==> src/sv/dtw_pkg.sv <==
// Shared types and constants for the DTW cost and path block.
`timescale 1ns / 1ps
`default_nettype none
package dtw_pkg;

  localparam int MAX_ROWS = 64;
  localparam int MAX_COLS = 64;
  localparam int PATH_CAP = MAX_ROWS + MAX_COLS - 1;
  localparam int ROW_W    = $clog2(MAX_ROWS);
  localparam int COL_W    = $clog2(MAX_COLS);
  localparam int DIST_W   = 16;
  localparam int COST_W   = 24;
  localparam int LEN_W    = 7;
  localparam int SIZE_W   = 7;
  localparam int CIDX_W   = 8;

  localparam logic [COST_W-1:0] COST_ONES = {COST_W{1'b1}};

  localparam logic [CIDX_W-1:0] REG_ROWS = 8'd0;
  localparam logic [CIDX_W-1:0] REG_COLS = 8'd1;

  localparam logic [1:0] DIR_LEFT = 2'd0;
  localparam logic [1:0] DIR_UP   = 2'd1;
  localparam logic [1:0] DIR_DIAG = 2'd2;

  typedef enum logic [2:0] {
    ST_IDLE,
    ST_LOAD,
    ST_BT_READ,
    ST_BT_STEP,
    ST_READ,
    ST_EMIT
  } state_t;

  typedef struct packed {
    logic              action;
    logic [DIST_W-1:0] distance;
    logic [LEN_W-1:0]  path_index;
  } item_t;

  typedef struct packed {
    logic              index_valid;
    logic [COL_W-1:0]  path_col;
    logic [ROW_W-1:0]  path_row;
    logic [LEN_W-1:0]  path_length;
    logic [COST_W-1:0] total_cost;
  } result_t;

  typedef struct packed {
    logic              restart;
    logic [SIZE_W-1:0] nr;
    logic [SIZE_W-1:0] nc;
  } cfg_t;

endpackage
`default_nettype wire

==> src/sv/dtw_front.sv <==
// Input side: accepts requests into a two-entry queue ahead of the core.
`timescale 1ns / 1ps
`default_nettype none
module dtw_front
  import dtw_pkg::*;
(
  input  wire logic  clk,
  input  wire logic  rst,
  input  wire logic  in_valid,
  output logic       in_ready,
  input  wire item_t in_item,
  output logic       q_valid,
  input  wire logic  q_ready,
  output item_t      q_item
);

  item_t      slot [2];
  logic       rd_ptr;
  logic       wr_ptr;
  logic [1:0] count;
  logic       push;
  logic       pop;

  assign in_ready = (count != 2'd2);
  assign q_valid  = (count != 2'd0);
  assign q_item   = slot[rd_ptr];
  assign push     = in_valid && in_ready;
  assign pop      = q_valid && q_ready;

  always_ff @(posedge clk) begin
    if (push) begin
      slot[wr_ptr] <= in_item;
    end
  end

  always_ff @(posedge clk) begin
    if (rst) begin
      rd_ptr <= 1'b0;
      wr_ptr <= 1'b0;
      count  <= 2'd0;
    end else begin
      if (push) wr_ptr <= ~wr_ptr;
      if (pop) rd_ptr <= ~rd_ptr;
      count <= count + {1'b0, push} - {1'b0, pop};
    end
  end

endmodule
`default_nettype wire

==> config.mk <==
export PLATFORM = sky130hd
export DESIGN_NAME = dtw_front
export DESIGN_NICKNAME = d
export VERILOG_FILES = /design/src/sv/dtw_pkg.sv /design/src/sv/dtw_front.sv
export SDC_FILE = /design/constraint.sdc
export NUM_CORES = 1
export LEC_CHECK = 0
export BUFFER_PORTS_ARGS = -buffer_cell sky130_fd_sc_hd__buf_2
export CAP_MARGIN = 20
export CORE_UTILIZATION = 31
export DETAILED_ROUTE_END_ITERATION = 10
export HOLD_SLACK_MARGIN = 0.08
export PLACE_DENSITY = 0.61
export SLEW_MARGIN = 20
export SYNTH_ARGS = -nofsm -noshare
export SYNTH_HDL_FRONTEND = slang
export SYNTH_SLANG_ARGS = --single-unit
==> constraint.sdc <==
create_clock -name clk -period 1.99 [get_ports clk]
set_input_delay 0.4975 -clock clk [delete_from_list [all_inputs] [get_ports clk]]
set_output_delay 0.4975 -clock clk [all_outputs]
set_load 0.005 [all_outputs]
* Word-level counts from Yosys, hierarchy flattened
Memories as Yosys holds them, arrays and structs flattened. A register that Yosys moved wholly into a read port is not among the register bits.
Index checks and enable logic that the tools add are counted.
** Storage, ports and cells
- Register bits after elaboration :: 4
- Memory bits (writable) :: 48
- Logic and storage cells :: 16
- Memories kept :: 1
** Operators by class
- Add/subtract/negate cells :: 2
- Eq/ne operators :: 1
- Multiplexer cells :: 4
- Bitwise gates (word level) :: 2
- Reduce and logical (&&, ||, !) cells :: 3
** Memories
- slot :: words 2, width 24, read ports 1, clocked after Yosys merged registers in 1, wr ports 1, line dtw_front.sv:17 : item_t slot [2];
** Operators with widths (count)
- 2-to-1 mux 1 bit :: 4
- adder 2 x 1 -> 2 bit :: 1
- logical AND 1 bit :: 2
- inequality test 2 bit, second input constant :: 1
- inverter 1 bit :: 2
- nonzero test 2 bit :: 1
- subtractor 2 x 1 -> 2 bit :: 1

* Longest topological paths before layout
Gate-level depths: netlist (run 1).
- Word-level depth :: 4
- Mapped depth :: 8

* Worst setup path before layout (run 1)
Ideal clock, no wire load.
- Path type :: reg-to-reg
- From :: register count[0]
- To :: memory slot[0][0] (netlist name), enable pin
- Library setup time :: 0.405 ns
- Arrival time :: 1.592 ns
- Slack :: -0.007 ns
- Stages on the path, launching flop included :: 4
- Period minus slack after synthesis :: 1.997 ns
- Path through :: dfxtp_1 > nand2b_2 > nand2_2 > nor2_1
** On the way
- Longest elaborated chain between the ends :: 4
** RTL lines
- start, declared :: line dtw_front.sv:20 : logic [1:0] count;
- start signal, assigned :: line dtw_front.sv:44 : count <= count + {1'b0, push} - {1'b0, pop};
- inequality test 2 bit :: line dtw_front.sv:24 : assign in_ready = (count != 2'd2);
- named net in_ready :: line dtw_front.sv:10 : output logic in_ready,
- logical AND 1 bit :: line dtw_front.sv:27 : assign push = in_valid && in_ready;
- 2-to-1 mux 1 bit :: line dtw_front.sv:31 : if (push) begin
- 2-to-1 mux 1 bit (not written as such) :: line dtw_front.sv:32 : slot[wr_ptr] <= in_item;
- end, declared :: line dtw_front.sv:17
The timed path passes the listed nets, and every way through them passes these cells.

==> results.cfg, run 1 <==
[yosys]
synth_area_leader_cell = edfxtp_1
avgSynthCellArea_um2 = 20.8
synthMuxAreaShare = 0.175
ys_warn_count = 0
synth_fa_ha_area_frac = 0.0122
ys.flop_type = edfxtp_1
syn-cell-area_um2 = 2060
synth_compound_area_frac = 0.00426
synth_cells = 99
ys_ff_latch = 53
synth_top_cells_by_area = edfxtp_1 70%, mux2_4 15%, dfxtp_1 4.9%
synth_nets = 129
synthTopCellsByCount = 48 x edfxtp_1, 21 x mux2_4, 5 x dfxtp_1, 5 x nor2_1, 4 x mux2_1
synth-edff-count = 48
synthSimpleGateAreaFrac = 0.0286
netlist.area_leader.share = 0.700
synth-xor-area-share = 0.0128
async_flop_share = 0
synth_cell_types = 16
yosysMostFrequentCell = edfxtp_1
ys_seq_area_frac = 0.749
synth_top_family_by_area = multiplexers

[critical_path]
crit_required_ps = 1490
cp-start-kind = flop
endpoint_kind = primary output
crit_type = flop to primary output
path_max_fanout = 13
r2r_slack_ps = 320
worstPathArrival_ps = 1360

[sta]
fin_skew_ps = 9.00
fin_tns_setup_ps = 0
tightest_slew_ps = 228
max_freq_mhz = 538
slew_violations = 0
slew_headroom = 0.848
rsz0062_at_grt = false
hold_violations = 0
setup_violations = 0
fin_crit_sh = 0.934
min_period_ps = 1860

[job]
cap_violations = 0

[final_layout]
num-fill-cells = 598
drive_gt1_frac = 0.564
layout.nets = 192
syn_to_final_growth_pct = 22.6
antenna_cells = 0
postLayoutCellArea_um2 = 2520

[hold_path]
hold_class = input port to flop

[clock_tree]
cts_setup_buffers = 0
clock_latency_ps = 300
cts_tree = done
cts_buffers = 5
clk_pin_slew_worst_paths_ps = 100
cts_root_buf = clkbuf_8
cts-resized-gates = 0
holdBufCountCts = 0
cts.sinks = 53
htreeDepth = 2
clockBufferDepth = 2

[power]
power_switching_share = 0.265
ir_drop_mv = 0.587
pwr-share-seq = 0.508
intPower_uw = 2110
switchingPower_uw = 762
combPwrFrac = 0.287
clkPwrFrac = 0.205
leakagePower_uw = 0.00100
p_per_area_nw_per_um2 = 1140

[routing]
vias_per_cell = 4.35
dr_total_vias = 1044
avgRoutedWirePerCell_um = 13.8
firstDrtPassIters = 4
drt_iter0_drc = 37
drcViolationCount = 0
routed_wl_um = 3320
drtAntennaViolNets = 0

[floorplanning]
io-pin-count = 54
dieArea_um2 = 6970
die_w_um = 83.5
dieHeight_um = 83.5
initial_core_util = 0.322
rows = 29
core-area_um2 = 6390

[placed_design]
port_buffers = 53
dp_hpwl_um = 2400
place.gp.congestion = 0.670
postPlaceCellArea_um2 = 2430

[global_routing]
grt_max_degree = 18
grt_pass1_wl_um = 5120
grt_usage = 0.0957
overflow = 0
antenna_found_initial = 0
grt_pass1_vias = 1088

[run_status]
status = complete, no violations
## critical path: stages, from the launching register on
cell     delay [ps]
dfxtp_2         330
buf_4           240
mux2_1          360
buf_2           130
## through the flow
step	setup WS [ps]	instances	hold WS, ps	total power [µW]	utilization
6_report	132	240	381	2870	0.395
3_5_place_dp	237	232	548	2330	0.381
4_1_cts	93.6	240	371	2920	0.395
5_1_grt	70.5	240	369	3030	0.395
3_3_place_gp	350	232	504	2290	0.381
2_1_floorplan	389	99	480	2030	-
## cell usage in the layout (no fill, tap or decap), types with 2 or more instances in the layout
master    count
nor2b_1       2
mux2_1        4
clkbuf_8      5
edfxtp_1     48
ha_1          2
buf_2        53
dfxtp_1       4
nor2_1        4
buf_4         6
mux2_4       21
xnor2_1       2
## area by class of cell
cell class	count	area [µm²]	share of cell area
Multi-Input combinational cell	42	482	0.191
Inverter	1	3.75	0.00149
Clock inverter	2	16.3	0.00645
Timing Repair Buffer	59	310	0.123
Clock buffer	6	72.6	0.0288
Tap cell	77	96.3	0.0382
Sequential cell	53	1540	0.611
## layer usage
| metal | global-route usage | up-vias | share of wire |
|---|---|---|---|
| li1 | - | 498 | - |
| met1 | 0.112 | 514 | 0.41 |
| met2 | 0.166 | 28 | 0.53 |
| met3 | 0.0277 | 4 | 0.046 |
| met4 | 0.0370 | 0 | 0.0075 |
| met5 | 0 | - | 0 |
## path summary, 6_finish.rpt
path | start | to | depth (start not counted)
setup / recovery | flop | q_item[23] | 3
hold reg to reg | rd_ptr | rd_ptr | 2
setup reg to reg | count[0] | count[1] | 8
hold / removal | in_item[12] | slot[1][12] | 1
## flip-flops by register name, summed over array words and instances, names as in the netlist, named ones only
register  flops
wr_ptr        1
rd_ptr        1
count         2
slot         48
## power groups by stage
stage          combinational [µW]  clock [µW]  sequential (µW)
6_report                      825         588             1460
5_1_grt                       904         658             1470
4_1_cts                       844         615             1460
3_5_place_dp                  841           0             1490
3_3_place_gp                  811           0             1470
2_1_floorplan                 562           0             1470
## cells by family (layout without fill, tap and decap cells)
| logic type | count (synthesis) | after routing |
|---|---|---|
| muxes | 25 | 25 |
| adders and majority gates | 2 | 2 |
| buffers and inverters | 4 | 68 |
| DFF | 53 | 53 |
| AOI/OAI and AO/OA | 1 | 1 |
| xor gates and xnor gates | 3 | 3 |
| and+or+nand+nor | 11 | 11 |
(Power assumes the default switching activity.)
==> run 2: changes to the inputs <==
--- a/config.mk
+++ b/config.mk
@@ -7,10 +7,11 @@
 export LEC_CHECK = 0
 export BUFFER_PORTS_ARGS = -buffer_cell sky130_fd_sc_hd__buf_2
 export CAP_MARGIN = 20
+export CORE_MARGIN = 2
 export CORE_UTILIZATION = 31
 export DETAILED_ROUTE_END_ITERATION = 10
 export HOLD_SLACK_MARGIN = 0.08
-export PLACE_DENSITY = 0.61
+export PLACE_DENSITY_LB_ADDON = 0.1
 export SLEW_MARGIN = 20
 export SYNTH_ARGS = -nofsm -noshare
 export SYNTH_HDL_FRONTEND = slang
==> run 2 against run 1 <==
Against the previous run:
- flip-flop and latch count did not move
- clock power fell by 9.2%
- fmax rose by 1.7%
- routed wire length fell by 0.54%
- core utilization fell by 0.14 points
- first-iteration DRC count rose by 30%
- critical endpoint is now q_item[2]
- largest cell class unchanged
- largest power group unchanged
==> results.cfg, run 2 (same netlist as run 1, synthesis figures left out) <==
[sta]
hold_violations = 0
slew_violations = 0
layout_setup_ws_ps = 163
setup_violations = 0
rsz0062_at_grt = false
tightest_slew_ps = 209
slew_headroom = 0.860
fin_skew_ps = 4.27
fin_tns_setup_ps = 0
max_freq_mhz = 547
fin_crit_sh = 0.918
min_period_ps = 1830

[critical_path]
cp-start-kind = flop
worstPathArrival_ps = 1330
crit_slowest_cell = dfxtp_2
crit_type = flop to primary output
slowest_delay_ps = 340
critical-path-top-delay-family = buffers and inverters
path_max_fanout = 15
endpoint_kind = primary output
crit_chain = buf_6, mux2_1, buf_2
crit_required_ps = 1490
crit_buf_inv = 2
r2r_slack_ps = 430

[floorplanning]
dieHeight_um = 85.5
io-pin-count = 54
die_w_um = 85.5
core-area_um2 = 6390
rows = 29
initial_core_util = 0.322
dieArea_um2 = 7310

[final_layout]
antenna_cells = 0
layout_common_cells = 53 x buf_2, 48 x edfxtp_1, 21 x mux2_4
syn_to_final_growth_pct = 22.2
utilization = 0.394
layout.nets = 192
layout_commonest_cell = buf_2
largest_reg_flops = 48
num-fill-cells = 617
drive_gt1_frac = 0.556
max_flop_register = slot
reg_top3 = slot x48, count x2
instances_no_fill = 239

[clock_tree]
clk_pin_slew_worst_paths_ps = 80
cts.sinks = 53
htreeDepth = 2
cts_root_buf = clkbuf_8
cts_tree = done
holdBufCountCts = 0
clockBufferDepth = 2
cts_buffers = 5
clock_latency_ps = 290

[placed_design]
port_buffers = 53
place.gp.congestion = 0.728
dp_hpwl_um = 2400
dp_slack_ps = 300
placed_cells = 232

[global_routing]
grt_pass1_vias = 1123
grt_max_degree = 16
overflow = 0
grt_pass1_wl_um = 5210
grt_usage = 0.0969
antenna_found_initial = 0

[routing]
vias_per_cell = 4.35
routed_wl_um = 3300
drt_iter0_drc = 48
firstDrtPassIters = 3
avgRoutedWirePerCell_um = 13.8
drtAntennaViolNets = 0
drcViolationCount = 0
dr_total_vias = 1039

[power]
power.total_uw = 2810
leakagePower_uw = 0.00100
p_per_area_nw_per_um2 = 1120
ir_drop_mv = 0.431

[job]
cap_violations = 0

[run_status]
status = complete, no violations

[hold_path]
hold_class = input port to flop
[run 2: cell count changes in the layout (fill, tap and decap cells not counted)]
cell / before / now
buf_4: 6 / 5
clkinv_1: 0 / 1
clkinvlp_4: 1 / 0
buf_6: 0 / 1
clkinv_4: 1 / 0
[run 2: layout make-up]
cell class / count / area, µm² / share of cell area
Timing Repair Buffer: 59 / 314 / 0.125
Inverter: 1 / 3.75 / 0.00149
Tap cell: 77 / 96.3 / 0.0383
Multi-Input combinational cell: 42 / 482 / 0.192
Sequential cell: 53 / 1540 / 0.613
Clock inverter: 1 / 3.75 / 0.00149
Clock buffer: 6 / 72.6 / 0.0289
[run 2: power breakdown]
part	internal (µW)	switching, µW
sequential	1400	57.3
combinational	462	352
clock	237	297
[run 2: worst paths after layout]
path | start | endpoint | cells past startpoint
max | flop | q_item[2] | 3
min | in_item[11] | slot[1][11] | 1
max reg2reg | count[0] | count[1] | 8
min reg2reg | rd_ptr | flop | 2
[run 2: routing by layer]
layer	part of all wire	GRT usage
met5	0	0
met4	0.019	0.0433
met3	0.061	0.0370
met2	0.53	0.166
met1	0.39	0.106
[run 2: through the flow]
stage,hold WS [ps],area (µm²)
floorplan,480,2060
global placement,521,2430
detailed placement,516,2430
CTS,373,2510
global route,365,2510
finish,388,2510
[run 2: repair_timing]
item	CTS	global route
setup endpoints to repair	0	1
gates resized for setup	0	1
buffers inserted	0	0
hold endpoints to repair	0	0
==> run 3: changes to the inputs <==
--- a/config.mk
+++ b/config.mk
@@ -5,11 +5,12 @@
 export SDC_FILE = /design/constraint.sdc
 export NUM_CORES = 1
 export LEC_CHECK = 0
-export BUFFER_PORTS_ARGS = -buffer_cell sky130_fd_sc_hd__buf_2
 export CAP_MARGIN = 20
 export CORE_MARGIN = 2
 export CORE_UTILIZATION = 31
+export CTS_CLUSTER_DIAMETER = 150
 export DETAILED_ROUTE_END_ITERATION = 10
+export DONT_BUFFER_PORTS = 1
 export HOLD_SLACK_MARGIN = 0.08
 export PLACE_DENSITY_LB_ADDON = 0.1
 export SLEW_MARGIN = 20
==> run 3 against run 2 <==
Against the previous run:
- combinational power decreased by 18%
- global-route usage rose by 0.12 points
- critical path depth decreased by 1
- cell count shrank 23%
- fmax fell by 0.29%
- via count fell by 17%
- first-iteration DRC count up 17%
- non-clock buffer count fell by 55
- register-to-register slack lost 20 ps
- total power is 0.98% higher
==> results.cfg, run 3 (same netlist as run 1, synthesis figures left out) <==
[hold_path]
hold_path.startpoint = rst
hold_path_depth = 1
hold_class = input port to flop

[power]
switchingPower_uw = 715
intPower_uw = 2120
clkPwrFrac = 0.251
ir_drop_mv = 0.444
combPwrFrac = 0.235
p_per_area_nw_per_um2 = 1240
leakagePower_uw = 0.000803
power_switching_share = 0.252
pwr-share-seq = 0.514

[clock_tree]
htreeDepth = 2
clockBufferDepth = 2
cts.sinks = 53
holdBufCountCts = 0
clock_latency_ps = 300
clk_pin_slew_worst_paths_ps = 90
cts_setup_buffers = 0
cts_tree = done
cts-resized-gates = 0
cts_buffers = 5
cts_root_buf = clkbuf_8

[routing]
drcViolationCount = 0
routed_wl_um = 3270
dr_total_vias = 865
firstDrtPassIters = 4
drtAntennaViolNets = 0
avgRoutedWirePerCell_um = 17.7
vias_per_cell = 4.68
drt_iter0_drc = 56

[placed_design]
postPlaceCellArea_um2 = 2180
place.gp.congestion = 0.635
port_buffers = 0
dp_hpwl_um = 2200
placed_cells = 177
dp_slack_ps = 402

[sta]
slew_headroom = 0.793
rsz0062_at_grt = false
layout_setup_ws_ps = 157
hold_violations = 0
fin_crit_sh = 0.921
fin_tns_setup_ps = 0
fin_skew_ps = 7.09
max_freq_mhz = 546
min_period_ps = 1830
tightest_slew_ps = 310
slew_violations = 0
setup_violations = 0

[floorplanning]
initial_core_util = 0.322
dieHeight_um = 85.5
io-pin-count = 54
die_w_um = 85.5
dieArea_um2 = 7310
core-area_um2 = 6390
rows = 29

[global_routing]
grt_pass1_wl_um = 5310
grt_pass1_vias = 1001
grt_max_degree = 23
grt_usage = 0.0981
antenna_found_initial = 0
overflow = 0

[critical_path]
path_max_fanout = 16
reg2regPathDepth = 8
crit_type = flop to primary output
reg2reg_to = count[1]
crit_slowest_cell = mux2_1
crit_chain = buf_4, mux2_1
crit_required_ps = 1490
slowest_delay_ps = 400
crit-reg2reg-launch = count[0]
worstPathArrival_ps = 1340
cp-start-kind = flop
r2r_slack_ps = 410
endpoint_kind = primary output

[final_layout]
layout_commonest_cell = edfxtp_1
drive_gt1_frac = 0.343
layout.nets = 137
regArea_um2 = 1540
multiInputGateArea_um2 = 482
reg_top3 = slot x48, count x2
largest_reg_flops = 48
antenna_cells = 0
postLayoutCellArea_um2 = 2290
layout_common_cells = 48 x edfxtp_1, 21 x mux2_4, 5 x clkbuf_8
num-fill-cells = 596
max_flop_register = slot
instances_no_fill = 185
syn_to_final_growth_pct = 11.2

[job]
cap_violations = 0

[run_status]
status = complete, no violations
## run 3: worst max-delay path by stage
stage,end,depth (start not counted)
global placement,count[1],7
CTS,q_item[2],2
global route,q_item[2],2
finish,q_item[2],2
detailed placement,count[1],8
floorplan,slot[0][0],3
## run 3: worst max-delay path, delay by kind of cell, from the launching register on
| kind | cells | cell delay [ps] |
|---|---|---|
| buffers and inverters | 1 | 300 |
| muxes | 1 | 400 |
| DFF | 1 | 330 |
## run 3: layer usage
layer  track usage  wire length, µm  up-vias
met5             0                0        -
met4        0.0433               61        0
met3        0.0457              247        6
met2         0.173             1800       33
met1        0.0980             1160      439
li1              -                -      387
## run 3: metrics by stage
stage                     hold WS [ps]   util  power (µW)
after global routing               227  0.359        3010
after detailed placement           530  0.341        2180
after CTS                          238  0.359        2900
after global placement             506  0.341        2150
after floorplan                    480      -        2030
final                              252  0.359        2840
## run 3: final cells by class
class / count / area share
Tap cell: 77 / 0.0421
Sequential cell: 53 / 0.674
Timing Repair Buffer: 4 / 0.0240
Inverter: 1 / 0.00164
Clock buffer: 5 / 0.0301
Multi-Input combinational cell: 42 / 0.210
Clock inverter: 3 / 0.0180
## run 3: power by group through the flow
stage / logic, µW / registers [µW] / clock network, µW
finish: 668 / 1460 / 711
global route: 741 / 1480 / 797
CTS: 694 / 1460 / 747
detailed placement: 692 / 1490 / 0
global placement: 674 / 1480 / 0
floorplan: 562 / 1470 / 0
